==> src/rtl/hsw_pkg.sv <==
package hsw_pkg;

   localparam int MAX_RECORDS = 16;

   typedef enum logic [2:0] {
      OP_REGISTER   = 3'd0,
      OP_BEAT       = 3'd1,
      OP_UNREGISTER = 3'd2,
      OP_SNAPSHOT   = 3'd3,
      OP_POLL       = 3'd4
   } op_type;

   typedef enum logic {
      CSR_WDOG_ENABLE = 1'b0,
      CSR_STALL_LIMIT = 1'b1
   } csr_index_type;

   typedef enum logic [1:0] {
      ST_IDLE,
      ST_EXEC,
      ST_SNAP_ISSUE,
      ST_SNAP_EMIT
   } state_type;

   typedef struct packed {
      logic [63:0]        seed;
      logic [63:0]        beats;
      logic signed [15:0] action;
      logic [7:0]         level;
   } entry_type;

   localparam int ENTRY_W = $bits(entry_type);

   typedef struct packed {
      logic        strobe;
      logic        enable;
      logic [15:0] limit;
   } poll_req_type;

endpackage

==> src/rtl/hsw_ram.sv <==
module hsw_ram #(
   parameter int WIDTH = 8,
   parameter int DEPTH = 16
) (
   input  logic                                   clock,
   input  logic                                   wr_en,
   input  logic [((DEPTH > 1) ? $clog2(DEPTH) : 1)-1:0] wr_addr,
   input  logic [WIDTH-1:0]                       wr_data,
   input  logic                                   rd_en,
   input  logic [((DEPTH > 1) ? $clog2(DEPTH) : 1)-1:0] rd_addr,
   output logic [WIDTH-1:0]                       rd_data
);

   logic [WIDTH-1:0] mem [DEPTH];
   logic [WIDTH-1:0] rd_data_ff;

   always_ff @(posedge clock) begin
      if (wr_en) begin
         mem[wr_addr] <= wr_data;
      end
      if (rd_en) begin
         rd_data_ff <= mem[rd_addr];
      end
   end

   assign rd_data = rd_data_ff;

endmodule

==> src/rtl/hsw_poll.sv <==
module hsw_poll import hsw_pkg::*; (
   input  logic         clock,
   input  logic         reset,
   input  poll_req_type poll_req,
   input  logic [63:0]  total,
   output logic         fired,
   output logic         fired_next
);

   logic [63:0] prev_total_ff, prev_total_in;
   logic [15:0] stall_polls_ff, stall_polls_in;
   logic        fired_ff, fired_in;

   always_comb begin
      prev_total_in  = prev_total_ff;
      stall_polls_in = stall_polls_ff;
      fired_in       = fired_ff;
      if (poll_req.strobe) begin
         if (!poll_req.enable || (total != prev_total_ff)) begin
            prev_total_in  = total;
            stall_polls_in = '0;
         end else if (total != '0) begin
            if (stall_polls_ff != 16'hFFFF) begin
               stall_polls_in = stall_polls_ff + 16'd1;
            end
            // The comparison uses the count after this poll is added.
            if (stall_polls_in >= poll_req.limit) begin
               fired_in = 1'b1;
            end
         end
      end
   end

   always_ff @(posedge clock) begin
      if (reset) begin
         prev_total_ff  <= '0;
         stall_polls_ff <= '0;
         fired_ff       <= 1'b0;
      end else begin
         prev_total_ff  <= prev_total_in;
         stall_polls_ff <= stall_polls_in;
         fired_ff       <= fired_in;
      end
   end

   assign fired      = fired_ff;
   assign fired_next = fired_in;

   a_fired_latched: assert property (@(posedge clock) disable iff (reset)
      fired_ff |=> fired_ff)
      else $error("fired flag dropped without reset");

   a_disabled_clears: assert property (@(posedge clock) disable iff (reset)
      poll_req.strobe && !poll_req.enable |=> stall_polls_ff == '0)
      else $error("poll with watchdog disabled left a stall count");

   a_fire_needs_stall: assert property (@(posedge clock) disable iff (reset)
      !fired_ff && fired_in |-> poll_req.strobe && poll_req.enable && total != '0)
      else $error("watchdog fired outside an enabled nonzero poll");

endmodule

==> src/rtl/heartbeat_slot_watchdog.sv <==
// Channel  Direction  Handshake                Payload
// req_     in         req_valid / req_ready    operation, slot, seed, action, level, max_records
// rsp_     out        rsp_valid / rsp_ready    status .. last, one beat per result
// csr_     in         csr_wr_en                csr_index, csr_wdata, no wait
//
// Register, beat, unregister, poll and unknown codes go through an accept with the
// slot RAM read, then the update and the result load.
// A snapshot is an accept, then for each record one RAM read and one load.
// A snapshot with no record to emit goes through the same steps as the single-result codes.
// The slot RAM has a single read port; one item is in work at a time.
// Reset clears the live flags, totals and watchdog state; RAM entries need no clearing.
// A stalled result holds the block in its update or emit step until rsp_ready returns.
module heartbeat_slot_watchdog import hsw_pkg::*; #(
   parameter int SLOTS = 16
) (
   input  logic               clock,
   input  logic               reset,
   input  logic               req_valid,
   output logic               req_ready,
   input  logic [2:0]         req_operation,
   input  logic [3:0]         req_slot,
   input  logic [63:0]        req_seed,
   input  logic signed [15:0] req_action,
   input  logic [7:0]         req_level,
   input  logic [4:0]         req_max_records,
   output logic               rsp_valid,
   input  logic               rsp_ready,
   output logic               rsp_status,
   output logic [3:0]         rsp_slot_id,
   output logic [63:0]        rsp_slot_seed,
   output logic [63:0]        rsp_slot_beats,
   output logic signed [15:0] rsp_slot_action,
   output logic [7:0]         rsp_slot_level,
   output logic               rsp_record_valid,
   output logic [63:0]        rsp_total_beats,
   output logic               rsp_stall_fired,
   output logic               rsp_last,
   input  logic               csr_wr_en,
   input  logic               csr_index,
   input  logic [15:0]        csr_wdata
);

   localparam int SLOT_W = (SLOTS > 1) ? $clog2(SLOTS) : 1;
   localparam int CNT_W  = $clog2(SLOTS + 1);

   state_type state_ff, state_in;

   logic              wdog_en_ff;
   logic [15:0]       stall_limit_ff;

   logic [SLOTS-1:0]  live_ff, live_in;
   logic [63:0]       total_ff, total_in;

   logic [2:0]        op_ff, op_in;
   logic [SLOT_W-1:0] idx_ff, idx_in;
   logic              hit_ff, hit_in;
   logic              full_ff, full_in;
   logic [63:0]       seed_ff, seed_in;
   logic signed [15:0] action_ff, action_in;
   logic [7:0]        level_ff, level_in;
   logic [4:0]        cap_ff, cap_in;
   logic [4:0]        nrec_ff, nrec_in;
   logic [CNT_W-1:0]  scan_ff, scan_in;
   logic              snap_last_ff, snap_last_in;

   logic              rsp_valid_ff, rsp_valid_in;
   logic              rsp_status_ff, rsp_status_in;
   logic [3:0]        rsp_slot_id_ff, rsp_slot_id_in;
   logic [63:0]       rsp_slot_seed_ff, rsp_slot_seed_in;
   logic [63:0]       rsp_slot_beats_ff, rsp_slot_beats_in;
   logic signed [15:0] rsp_slot_action_ff, rsp_slot_action_in;
   logic [7:0]        rsp_slot_level_ff, rsp_slot_level_in;
   logic              rsp_record_valid_ff, rsp_record_valid_in;
   logic [63:0]       rsp_total_ff, rsp_total_in;
   logic              rsp_fired_ff, rsp_fired_in;
   logic              rsp_last_ff, rsp_last_in;

   logic              accept;
   logic              out_free;
   logic [SLOT_W-1:0] grant;
   logic [SLOT_W-1:0] next_live;
   logic              more_live;
   logic [SLOT_W-1:0] req_idx;
   logic              req_in_range;
   logic [4:0]        req_cap;

   logic              ram_wr_en;
   logic [SLOT_W-1:0] ram_wr_addr;
   entry_type         ram_wr_data;
   logic              ram_rd_en;
   logic [SLOT_W-1:0] ram_rd_addr;
   entry_type         ram_rd_data;

   poll_req_type      poll_req;
   logic              fired;
   logic              fired_next;

   assign accept    = req_valid && req_ready;
   assign req_ready = (state_ff == ST_IDLE);
   assign out_free  = !rsp_valid_ff || rsp_ready;

   assign req_idx      = SLOT_W'(req_slot);
   assign req_in_range = (int'(req_slot) < SLOTS);
   assign req_cap      = (int'(req_max_records) > MAX_RECORDS) ? 5'(MAX_RECORDS)
                                                                : req_max_records;

   // Lowest free slot, lowest live slot at or above the scan point, and whether
   // another live slot sits above that one.
   always_comb begin
      grant     = '0;
      next_live = '0;
      more_live = 1'b0;
      for (int k = SLOTS - 1; k >= 0; k--) begin
         if (!live_ff[k]) begin
            grant = SLOT_W'(k);
         end
         if (live_ff[k] && (k >= int'(scan_ff))) begin
            next_live = SLOT_W'(k);
         end
      end
      for (int k = 0; k < SLOTS; k++) begin
         if (live_ff[k] && (k > int'(next_live))) begin
            more_live = 1'b1;
         end
      end
   end

   // Next state.
   always_comb begin
      state_in = state_ff;
      case (state_ff)
         ST_IDLE: begin
            if (accept) begin
               if ((op_type'(req_operation) == OP_SNAPSHOT) && (req_cap != '0)
                   && (live_ff != '0)) begin
                  state_in = ST_SNAP_ISSUE;
               end else begin
                  state_in = ST_EXEC;
               end
            end
         end
         ST_EXEC: begin
            if (out_free) begin
               state_in = ST_IDLE;
            end
         end
         ST_SNAP_ISSUE: begin
            state_in = ST_SNAP_EMIT;
         end
         ST_SNAP_EMIT: begin
            if (out_free) begin
               state_in = snap_last_ff ? ST_IDLE : ST_SNAP_ISSUE;
            end
         end
         default: begin
            state_in = ST_IDLE;
         end
      endcase
   end

   // Datapath and outputs.
   always_comb begin
      op_in        = op_ff;
      idx_in       = idx_ff;
      hit_in       = hit_ff;
      full_in      = full_ff;
      seed_in      = seed_ff;
      action_in    = action_ff;
      level_in     = level_ff;
      cap_in       = cap_ff;
      nrec_in      = nrec_ff;
      scan_in      = scan_ff;
      snap_last_in = snap_last_ff;
      live_in      = live_ff;
      total_in     = total_ff;

      ram_wr_en   = 1'b0;
      ram_wr_addr = idx_ff;
      ram_wr_data = ram_rd_data;
      ram_rd_en   = 1'b0;
      ram_rd_addr = req_idx;

      poll_req.strobe = 1'b0;
      poll_req.enable = wdog_en_ff;
      poll_req.limit  = stall_limit_ff;

      rsp_valid_in        = rsp_valid_ff && !rsp_ready;
      rsp_status_in       = rsp_status_ff;
      rsp_slot_id_in      = rsp_slot_id_ff;
      rsp_slot_seed_in    = rsp_slot_seed_ff;
      rsp_slot_beats_in   = rsp_slot_beats_ff;
      rsp_slot_action_in  = rsp_slot_action_ff;
      rsp_slot_level_in   = rsp_slot_level_ff;
      rsp_record_valid_in = rsp_record_valid_ff;
      rsp_total_in        = rsp_total_ff;
      rsp_fired_in        = rsp_fired_ff;
      rsp_last_in         = rsp_last_ff;

      case (state_ff)
         ST_IDLE: begin
            if (accept) begin
               op_in     = req_operation;
               seed_in   = req_seed;
               action_in = req_action;
               level_in  = req_level;
               cap_in    = req_cap;
               nrec_in   = '0;
               scan_in   = '0;
               full_in   = &live_ff;
               if (op_type'(req_operation) == OP_REGISTER) begin
                  idx_in = grant;
                  hit_in = 1'b0;
               end else begin
                  idx_in = req_idx;
                  hit_in = req_in_range && live_ff[req_idx];
               end
               ram_rd_en = req_in_range;
            end
         end
         ST_EXEC: begin
            if (out_free) begin
               rsp_status_in  = 1'b0;
               rsp_slot_id_in = '0;
               case (op_type'(op_ff))
                  OP_REGISTER: begin
                     if (full_ff) begin
                        rsp_status_in = 1'b1;
                     end else begin
                        rsp_slot_id_in     = 4'(idx_ff);
                        live_in[idx_ff]    = 1'b1;
                        ram_wr_en          = 1'b1;
                        ram_wr_data.seed   = seed_ff;
                        ram_wr_data.beats  = '0;
                        ram_wr_data.action = -16'sd1;
                        ram_wr_data.level  = '0;
                     end
                  end
                  OP_BEAT: begin
                     if (hit_ff) begin
                        ram_wr_en          = 1'b1;
                        ram_wr_data.beats  = ram_rd_data.beats + 64'd1;
                        ram_wr_data.action = action_ff;
                        ram_wr_data.level  = level_ff;
                        total_in           = total_ff + 64'd1;
                     end
                  end
                  OP_UNREGISTER: begin
                     if (hit_ff) begin
                        live_in[idx_ff] = 1'b0;
                        total_in        = total_ff - ram_rd_data.beats;
                     end
                  end
                  OP_POLL: begin
                     poll_req.strobe = 1'b1;
                  end
                  default: begin
                  end
               endcase
               rsp_valid_in        = 1'b1;
               rsp_slot_seed_in    = '0;
               rsp_slot_beats_in   = '0;
               rsp_slot_action_in  = '0;
               rsp_slot_level_in   = '0;
               rsp_record_valid_in = 1'b0;
               rsp_total_in        = total_in;
               rsp_fired_in        = fired_next;
               rsp_last_in         = 1'b1;
            end
         end
         ST_SNAP_ISSUE: begin
            ram_rd_en    = 1'b1;
            ram_rd_addr  = next_live;
            idx_in       = next_live;
            scan_in      = CNT_W'(int'(next_live) + 1);
            snap_last_in = !more_live || (5'(nrec_ff + 5'd1) >= cap_ff);
         end
         ST_SNAP_EMIT: begin
            if (out_free) begin
               nrec_in             = 5'(nrec_ff + 5'd1);
               rsp_valid_in        = 1'b1;
               rsp_status_in       = 1'b0;
               rsp_slot_id_in      = 4'(idx_ff);
               rsp_slot_seed_in    = ram_rd_data.seed;
               rsp_slot_beats_in   = ram_rd_data.beats;
               rsp_slot_action_in  = ram_rd_data.action;
               rsp_slot_level_in   = ram_rd_data.level;
               rsp_record_valid_in = 1'b1;
               rsp_total_in        = total_ff;
               rsp_fired_in        = fired;
               rsp_last_in         = snap_last_ff;
            end
         end
         default: begin
         end
      endcase
   end

   // Writes land in the update step and the next read is issued no earlier than the
   // following accept, so the RAM never sees a read and write of one entry together.
   hsw_ram #(
      .WIDTH (ENTRY_W),
      .DEPTH (SLOTS)
   ) u_slot_ram (
      .clock   (clock),
      .wr_en   (ram_wr_en),
      .wr_addr (ram_wr_addr),
      .wr_data (ram_wr_data),
      .rd_en   (ram_rd_en),
      .rd_addr (ram_rd_addr),
      .rd_data (ram_rd_data)
   );

   hsw_poll u_poll (
      .clock      (clock),
      .reset      (reset),
      .poll_req   (poll_req),
      .total      (total_ff),
      .fired      (fired),
      .fired_next (fired_next)
   );

   always_ff @(posedge clock) begin
      if (reset) begin
         state_ff       <= ST_IDLE;
         wdog_en_ff     <= 1'b0;
         stall_limit_ff <= 16'd2;
         live_ff        <= '0;
         total_ff       <= '0;
         rsp_valid_ff   <= 1'b0;
      end else begin
         state_ff     <= state_in;
         live_ff      <= live_in;
         total_ff     <= total_in;
         rsp_valid_ff <= rsp_valid_in;
         if (csr_wr_en) begin
            case (csr_index_type'(csr_index))
               CSR_WDOG_ENABLE: wdog_en_ff     <= csr_wdata[0];
               CSR_STALL_LIMIT: stall_limit_ff <= csr_wdata;
               default: begin
               end
            endcase
         end
      end
   end

   always_ff @(posedge clock) begin
      op_ff               <= op_in;
      idx_ff              <= idx_in;
      hit_ff              <= hit_in;
      full_ff             <= full_in;
      seed_ff             <= seed_in;
      action_ff           <= action_in;
      level_ff            <= level_in;
      cap_ff              <= cap_in;
      nrec_ff             <= nrec_in;
      scan_ff             <= scan_in;
      snap_last_ff        <= snap_last_in;
      rsp_status_ff       <= rsp_status_in;
      rsp_slot_id_ff      <= rsp_slot_id_in;
      rsp_slot_seed_ff    <= rsp_slot_seed_in;
      rsp_slot_beats_ff   <= rsp_slot_beats_in;
      rsp_slot_action_ff  <= rsp_slot_action_in;
      rsp_slot_level_ff   <= rsp_slot_level_in;
      rsp_record_valid_ff <= rsp_record_valid_in;
      rsp_total_ff        <= rsp_total_in;
      rsp_fired_ff        <= rsp_fired_in;
      rsp_last_ff         <= rsp_last_in;
   end

   assign rsp_valid        = rsp_valid_ff;
   assign rsp_status       = rsp_status_ff;
   assign rsp_slot_id      = rsp_slot_id_ff;
   assign rsp_slot_seed    = rsp_slot_seed_ff;
   assign rsp_slot_beats   = rsp_slot_beats_ff;
   assign rsp_slot_action  = rsp_slot_action_ff;
   assign rsp_slot_level   = rsp_slot_level_ff;
   assign rsp_record_valid = rsp_record_valid_ff;
   assign rsp_total_beats  = rsp_total_ff;
   assign rsp_stall_fired  = rsp_fired_ff;
   assign rsp_last         = rsp_last_ff;

   a_record_is_live: assert property (@(posedge clock) disable iff (reset)
      state_ff == ST_SNAP_EMIT |-> live_ff[idx_ff])
      else $error("snapshot record taken from a free slot");

   a_record_cap: assert property (@(posedge clock) disable iff (reset)
      state_ff == ST_SNAP_ISSUE |-> nrec_ff < cap_ff)
      else $error("snapshot issued beyond its record cap");

   a_snapshot_frozen: assert property (@(posedge clock) disable iff (reset)
      state_ff == ST_SNAP_ISSUE |=> $stable(total_ff) && $stable(live_ff))
      else $error("slot table changed during a snapshot");

endmodule

==> config.mk <==
export PLATFORM = sky130hd
export DESIGN_NAME = heartbeat_slot_watchdog
export DESIGN_NICKNAME = d
export VERILOG_FILES = /design/src/rtl/hsw_pkg.sv /design/src/rtl/hsw_ram.sv /design/src/rtl/hsw_poll.sv /design/src/rtl/heartbeat_slot_watchdog.sv
export SDC_FILE = /design/constraint.sdc
export NUM_CORES = 2
export LEC_CHECK = 0
export BUFFER_PORTS_ARGS = -buffer_cell sky130_fd_sc_hd__buf_2
export CORE_ASPECT_RATIO = 1.2
export CORE_UTILIZATION = 55
export DETAILED_ROUTE_END_ITERATION = 16
export PLACE_DENSITY_LB_ADDON = 0.3
export RECOVER_POWER = 100
export SLEW_MARGIN = 10
export SYNTH_ARGS = -nofsm -noshare
export SYNTH_HDL_FRONTEND = slang
export SYNTH_SLANG_ARGS = --single-unit
==> constraint.sdc <==
create_clock -name clock -period 49.5 [get_ports clock]
set_input_delay 2.475 -clock clock [delete_from_list [all_inputs] [get_ports clock]]
set_output_delay 2.475 -clock clock [all_outputs]
set_load 0.05 [all_outputs]
Yosys cells after proc, flatten, opt, wreduce, memory -nomap -nowiden
Memory sizes are Yosys's and may differ from the RTL's. A register that Yosys moved wholly into a read port is not among the register bits.
Cells that the tools add are included.
{"block": "totals", "memories": 1, "ramBits": 2432, "word_cells": 292, "latchBits": 0, "output_inout_bits": 226, "rom_bits": 0, "regBits": 518}
{"block": "op_classes", "div_mod_pow": 0, "order_cmp": 37, "add_sub_neg": 6, "shifts": 0, "mul": 0, "n_reduce_logical": 67, "bitwise_logic": 4, "n_eq_ne": 14, "n_mux": 133}
{"memory": "u_slot_ram.mem", "words": 16, "width": 152, "read_ports": 1, "rd_ports_with_merged_regs": 1, "wr": 1, "line": "hsw_ram.sv:14", "source": "logic [WIDTH-1:0] mem [DEPTH];"}
{"operator": "two-way mux 64 bit", "count": 8}
{"operator": "one-hot mux 64 bit (2 select lines)", "count": 4}
{"operator": "two-way mux 152 bit", "count": 3}
{"operator": "one-hot mux 88 bit (2 select lines)", "count": 1}
{"operator": "two-way mux 16 bit", "count": 10}
{"operator": "two-way mux 4 bit", "count": 39}
{"operator": "adder 64 x 1 -> 64 bit (second input constant)", "count": 2}
{"operator": "two-way mux 88 bit", "count": 1}
{"operator": "!= test 64 bit", "count": 1}
{"operator": "one-hot mux 16 bit (2 select lines)", "count": 2}
{"operator": "nonzero test 64 bit", "count": 1}
{"operator": "subtractor 64 bit", "count": 1}
{"operator": "two-way mux 1 bit", "count": 41}
{"operator": "greater-or-equal comparator 4 x 5 -> 1 bit (first input constant)", "count": 8}
{"operator": "logical AND 1 bit", "count": 36}
{"operator": "> comparator 4 bit (first input constant)", "count": 8}
{"operator": "greater-or-equal comparator 3 x 5 -> 1 bit (first input constant)", "count": 4}
{"operator": "one-hot mux 5 bit (2 select lines)", "count": 2}
{"operator": "adder 16 x 1 -> 16 bit (second input constant)", "count": 1}
{"operator": "AND 16 bit", "count": 1}
{"operator": "greater-or-equal comparator 16 bit", "count": 1}
{"operator": "> comparator 3 x 4 -> 1 bit (first input constant)", "count": 4}
{"operator": "two-way mux 8 bit", "count": 2}
{"operator": "!= test 16 bit (second input constant)", "count": 1}
{"operator": "other kinds (40)", "count": 79}

Logic depth before layout (Yosys ltp)
{"block": "depth", "ltp_word": 37, "depth_mapped": 20, "mapped_depth_nobuf": 19}

Cells and area by module
From an unflattened synthesis, not the netlist that was laid out.
{"block": "unflattened", "cells_unflattened": 7355, "hier_area_um2": 126984.3}
{"module": "hsw_ram", "n_inst": 1, "area_per_inst_um2": 95985.8, "seq_area_each_um2": 77594.4, "cells_each": 3972}
{"module": "heartbeat_slot_watchdog", "n_inst": 1, "area_per_inst_um2": 25500.7, "seq_area_each_um2": 12121.6, "cells_each": 2752}
{"module": "hsw_poll", "n_inst": 1, "area_per_inst_um2": 5497.8, "seq_area_each_um2": 1621.6, "cells_each": 631}

Worst setup path after synthesis
No wires, ideal clock.
{"block": "synth_timing", "path_type": "input port to flip-flop", "startpoint": "in rsp_ready", "endpoint": "mem u_slot_ram.mem[0][0] (netlist name) (enable)", "arrival_time_ns": 24.671, "t_required_ns": 48.651, "setup_ns": 0.849, "slack_ns": 23.980, "stages": 9, "cell_sequence": "nor2b_1 nor2b_1 nor2b_1 clkbuf_1 nand2_1 a21oi_1 o21ai_1 or3_1 nor3_1"}
{"block": "synth_between", "elab_chain_cells": 5}
{"element": "start: declaration", "line": "heartbeat_slot_watchdog.sv:27", "source": "input logic rsp_ready,"}
{"element": "logical OR 1 bit", "line": "heartbeat_slot_watchdog.sv:100", "source": "assign out_free = !rsp_valid_ff || rsp_ready;"}
{"element": "two-way mux 1 bit", "line": "heartbeat_slot_watchdog.sv:221", "source": "if (out_free) begin"}
{"element": "two-way mux 1 bit", "line": "heartbeat_slot_watchdog.sv:199", "source": "case (state_ff)"}
{"element": "two-way mux 1 bit", "line": "hsw_ram.sv:18", "source": "if (wr_en) begin"}
{"element": "two-way mux 1 bit (not written as such)", "line": "hsw_ram.sv:19", "source": "mem[wr_addr] <= wr_data;"}
{"element": "end: declaration", "line": "hsw_ram.sv:14"}
No other way between the ends.

Worst setup path after layout
{"block": "layout_timing", "startpoint": "reg state_ff[0]", "endpoint": "mem u_slot_ram.mem[12][119] (netlist name) (enable)"}
{"block": "layout_between", "elab_chain_cells": 4}
{"element": "start: declaration", "line": "heartbeat_slot_watchdog.sv:46", "source": "state_type state_ff, state_in;"}
{"element": "start signal: assignment", "line": "heartbeat_slot_watchdog.sv:331", "source": "state_ff <= state_in;"}
{"element": "== test 2 x 1 -> 1 bit", "line": "heartbeat_slot_watchdog.sv:199"}
{"element": "two-way mux 1 bit", "line": "heartbeat_slot_watchdog.sv:199"}
{"element": "two-way mux 1 bit", "line": "hsw_ram.sv:18"}
{"element": "two-way mux 1 bit (not written as such)", "line": "hsw_ram.sv:19"}
No other way between the ends.

==> results.ini <==
[floorplanning]
ios=348
dieArea_um2=240000
die-width_um=447
num_rows=195
core_um2=236000
initial_utilization=0.555
fp.dieH_um=537

[worst_setup_path]
cp-end-kind=flop
critPathMaxFanout=97
cp_top_family=buffers and inverters
worst_path_max_delay_cell=clkbuf_1
worstSetupPathType=reg -> reg
start_kind=flop
worstPathArrival_ns=22.14
path_common_cell=clkbuf_1
slowest_delay_ns=6.02
path_buf_inv=6
worstPathRequired_ns=49.69
reg2reg_slack_ns=27.55
crit_chain=nor2b_1 > nor2b_4 > clkbuf_1 > nand2_1 > clkbuf_1 > a21oi_1 > o21ai_0 > clkbuf_1 > inv_1 > nand3b_1 > nor2_1 > clkbuf_1 > clkbuf_1

[global_routing]
grt_usage=0.317
grt_pass1_vias=87200
grt_remaining_overflow=0
grt_use_met2=0.498
grt_use_met3=0.0593
busiest_layer=met2
antenna_found_initial=25
met1_usage=0.428
grt_max_degree=200
grt_pass1_wl_um=566000

[routing]
avgViaCountPerCell=6.56
ant_nets=0
routed_wl_um=390000
vias=90900
first_pass_iters=7
drt-initial-drc-count=12900
wire_per_inst_um=28.1
drc=0

[power_and_ir_drop]
vdd_drop_max_mv=0.0314
power_density_nw_per_um2=40.7
total_leakage_power_nw=50.6

[final_layout]
multiInputGateArea_um2=36200
nNetsFinal=10700
layout_commonest_cell=edfxtp_1
register_area_um2=91300
area_delta_synth_final_pct=10.5
nFillCells=17700
layout_common_cells=edfxtp_1, nand2_1, nand3_1
drive_gt1_frac=0.0663

[synthesis]
syn_nets=10500
ys_seq_area_frac=0.697
syn_inst=10300
synth_ff_type=edfxtp_1
synth_edf_count=2921
ys_ff_latch=3102
synth.distinct_cells=88
async_flop_share=0
synthesis.area_um2=131000
syn_avg_cell_area_um2=12.7
ys_warn_count=0

[timing]
fmax_ghz=0.0456
period_needed_ns=21.95
fin_hold_ws_ns=0.464
slew_violations=4633
period_share=0.443
slew_headroom=-6.02
fin_skew_ns=0.0564
tns_ns=0
hold_viol=0
rsz0062_at_grt=false
max_slew.worst_pin.slew_ns=10.53
finalSetupViolCount=0

[place]
dp_hpwl_um=215000
gp_congestion=0.995
numPortBuffers=347

[clock_tree]
post_cts_buffers=0
clock_latency_ns=0.89
cts_root_buf=clkbuf_16
htreeDepth=5
clkSinkCount=3102
cts_tree=done
cts_hold_buf=0
clockBufferDepth=4
cts_resized=0
cts_buffers=309
clk_pin_slew_worst_paths_ns=0.06

[run_status]
violations=capacitance limit, slew limit
status=complete, but fails checks

[flow_run]
cap_violations=94

[min_path]
hold_class=reg -> reg

## sequential cells by signal, summed over array words and instances (netlist names), 2 cells and up, named ones only
| signal | cells |
|---|---|
| rsp_slot_seed | 64 |
| stall_limit_ff | 16 |
| scan_ff | 5 |
| nrec_ff | 5 |
| rsp_slot_action | 16 |
| action_ff | 16 |
| seed_ff | 64 |
| u_poll.prev_total_ff | 64 |
| u_poll.stall_polls_ff | 16 |
| total_ff | 64 |
| idx_ff | 4 |
| level_ff | 8 |
| rsp_total_beats | 64 |
| rsp_slot_beats | 64 |
| state_ff | 2 |
| u_slot_ram.mem | 2432 |
| rsp_slot_level | 8 |
| cap_ff | 5 |
| rsp_slot_id | 4 |
| op_ff | 3 |
| u_slot_ram.rd_data | 152 |
## synthesized netlist by cell type, types with 8 or more instances
| master | n | area, um^2 |
|---|---|---|
| a21o_1 | 51 | 383 |
| nand2b_1 | 28 | 175 |
| o21ai_0 | 151 | 756 |
| and3_1 | 377 | 2360 |
| or3_1 | 18 | 113 |
| and2_1 | 25 | 156 |
| dfxtp_1 | 181 | 3620 |
| o21a_1 | 9 | 67.6 |
| o21ai_1 | 26 | 130 |
| nand4_1 | 58 | 363 |
| clkbuf_1 | 478 | 1790 |
| nor4_1 | 52 | 325 |
| a21oi_1 | 542 | 2710 |
| xor2_1 | 55 | 482 |
| edfxtp_1 | 2921 | 87700 |
| inv_1 | 144 | 541 |
| a211oi_1 | 95 | 713 |
| buf_1 | 43 | 161 |
| nand3_1 | 619 | 3100 |
| nor2b_1 | 48 | 300 |
| a221oi_1 | 55 | 482 |
| o211ai_1 | 19 | 143 |
| nor3_1 | 68 | 340 |
| mux2_2 | 72 | 811 |
| nand3b_1 | 9 | 67.6 |
| mux4_2 | 27 | 608 |
| nand2_1 | 2145 | 8050 |
| a31oi_1 | 241 | 1510 |
| a311oi_1 | 261 | 2290 |
| o31ai_1 | 22 | 165 |
| a2111oi_0 | 8 | 70.1 |
| xnor2_1 | 66 | 578 |
| buf_2 | 200 | 1000 |
| a22oi_1 | 11 | 82.6 |
| nor2_1 | 459 | 1720 |
| mux2i_1 | 326 | 3260 |
| o21bai_1 | 14 | 105 |
| a22o_1 | 10 | 87.6 |
| o221ai_1 | 100 | 876 |
| ha_1 | 92 | 1150 |
| o22ai_1 | 90 | 563 |
## metal layers
metal,vias to the layer above,routed length (um)
met5,-,108
met4,16,21200
met3,1110,45300
met2,6223,179000
met1,44600,144000
li1,39000,-
## stage by stage
stage                     instances  instance area, um^2  total power, mW  setup WS (ns)  utilization
after floorplan               10300               131000             3.37          23.98            -
final                         13900               145000             5.89          27.55        0.614
after detailed placement      13300               136000             3.56          40.38        0.575
after global routing          13900               145000             6.04          27.42        0.613
after global placement        13300               136000             3.55          40.54        0.575
after CTS                     13800               146000             5.89          41.26        0.618
## cells by family (layout without fill, tap and decap cells)
family | count (synthesis) | count (layout) | share of synthesized area
simple gates | 3944 | 3944 | 0.133
compound gates | 1774 | 1774 | 0.0898
flops | 3102 | 3102 | 0.697
buf+inv | 873 | 1235 | 0.0271
mux | 426 | 426 | 0.0358
xor+xnor | 121 | 121 | 0.00809
other cells | 0 | 10 | 0
fa+ha+maj | 93 | 93 | 0.00894
## power by group
group | total [mW] | switching (mW) | leakage, nW | internal [mW]
sequential | 3.02 | 0.0512 | 28.0 | 2.97
combinational | 0.501 | 0.374 | 17.7 | 0.127
clock | 2.38 | 1.00 | 4.94 | 1.37
total | 5.89 | 1.43 | 50.6 | 4.46
## final timing paths
kind                           from                      end  cells after the start
setup / recovery        state_ff[0]  u_slot_ram.mem[12][119]                     13
setup reg to reg        state_ff[0]  u_slot_ram.mem[12][119]                     13
hold reg to reg   stall_limit_ff[7]        stall_limit_ff[7]                      2
hold / removal    stall_limit_ff[7]        stall_limit_ff[7]                      2
## final cells by class
class                           instances  share of cell area
Antenna cell                           10            0.000173
Clock buffer                          363              0.0558
Clock inverter                        182              0.0140
Inverter                              147             0.00386
Multi-Input combinational cell       6358               0.250
Sequential cell                      3102               0.631
Tap cell                             3152              0.0272
Timing Repair Buffer                  543              0.0179
## worst register-to-register path: cells and delay by family (launching register included)
kind / cells / cell delay, ns
compound gates: 2 / 4.09
buf+inv: 6 / 12.32
flops: 1 / 1.70
simple gates: 5 / 3.02
Power figures use the tool's default switching activity.
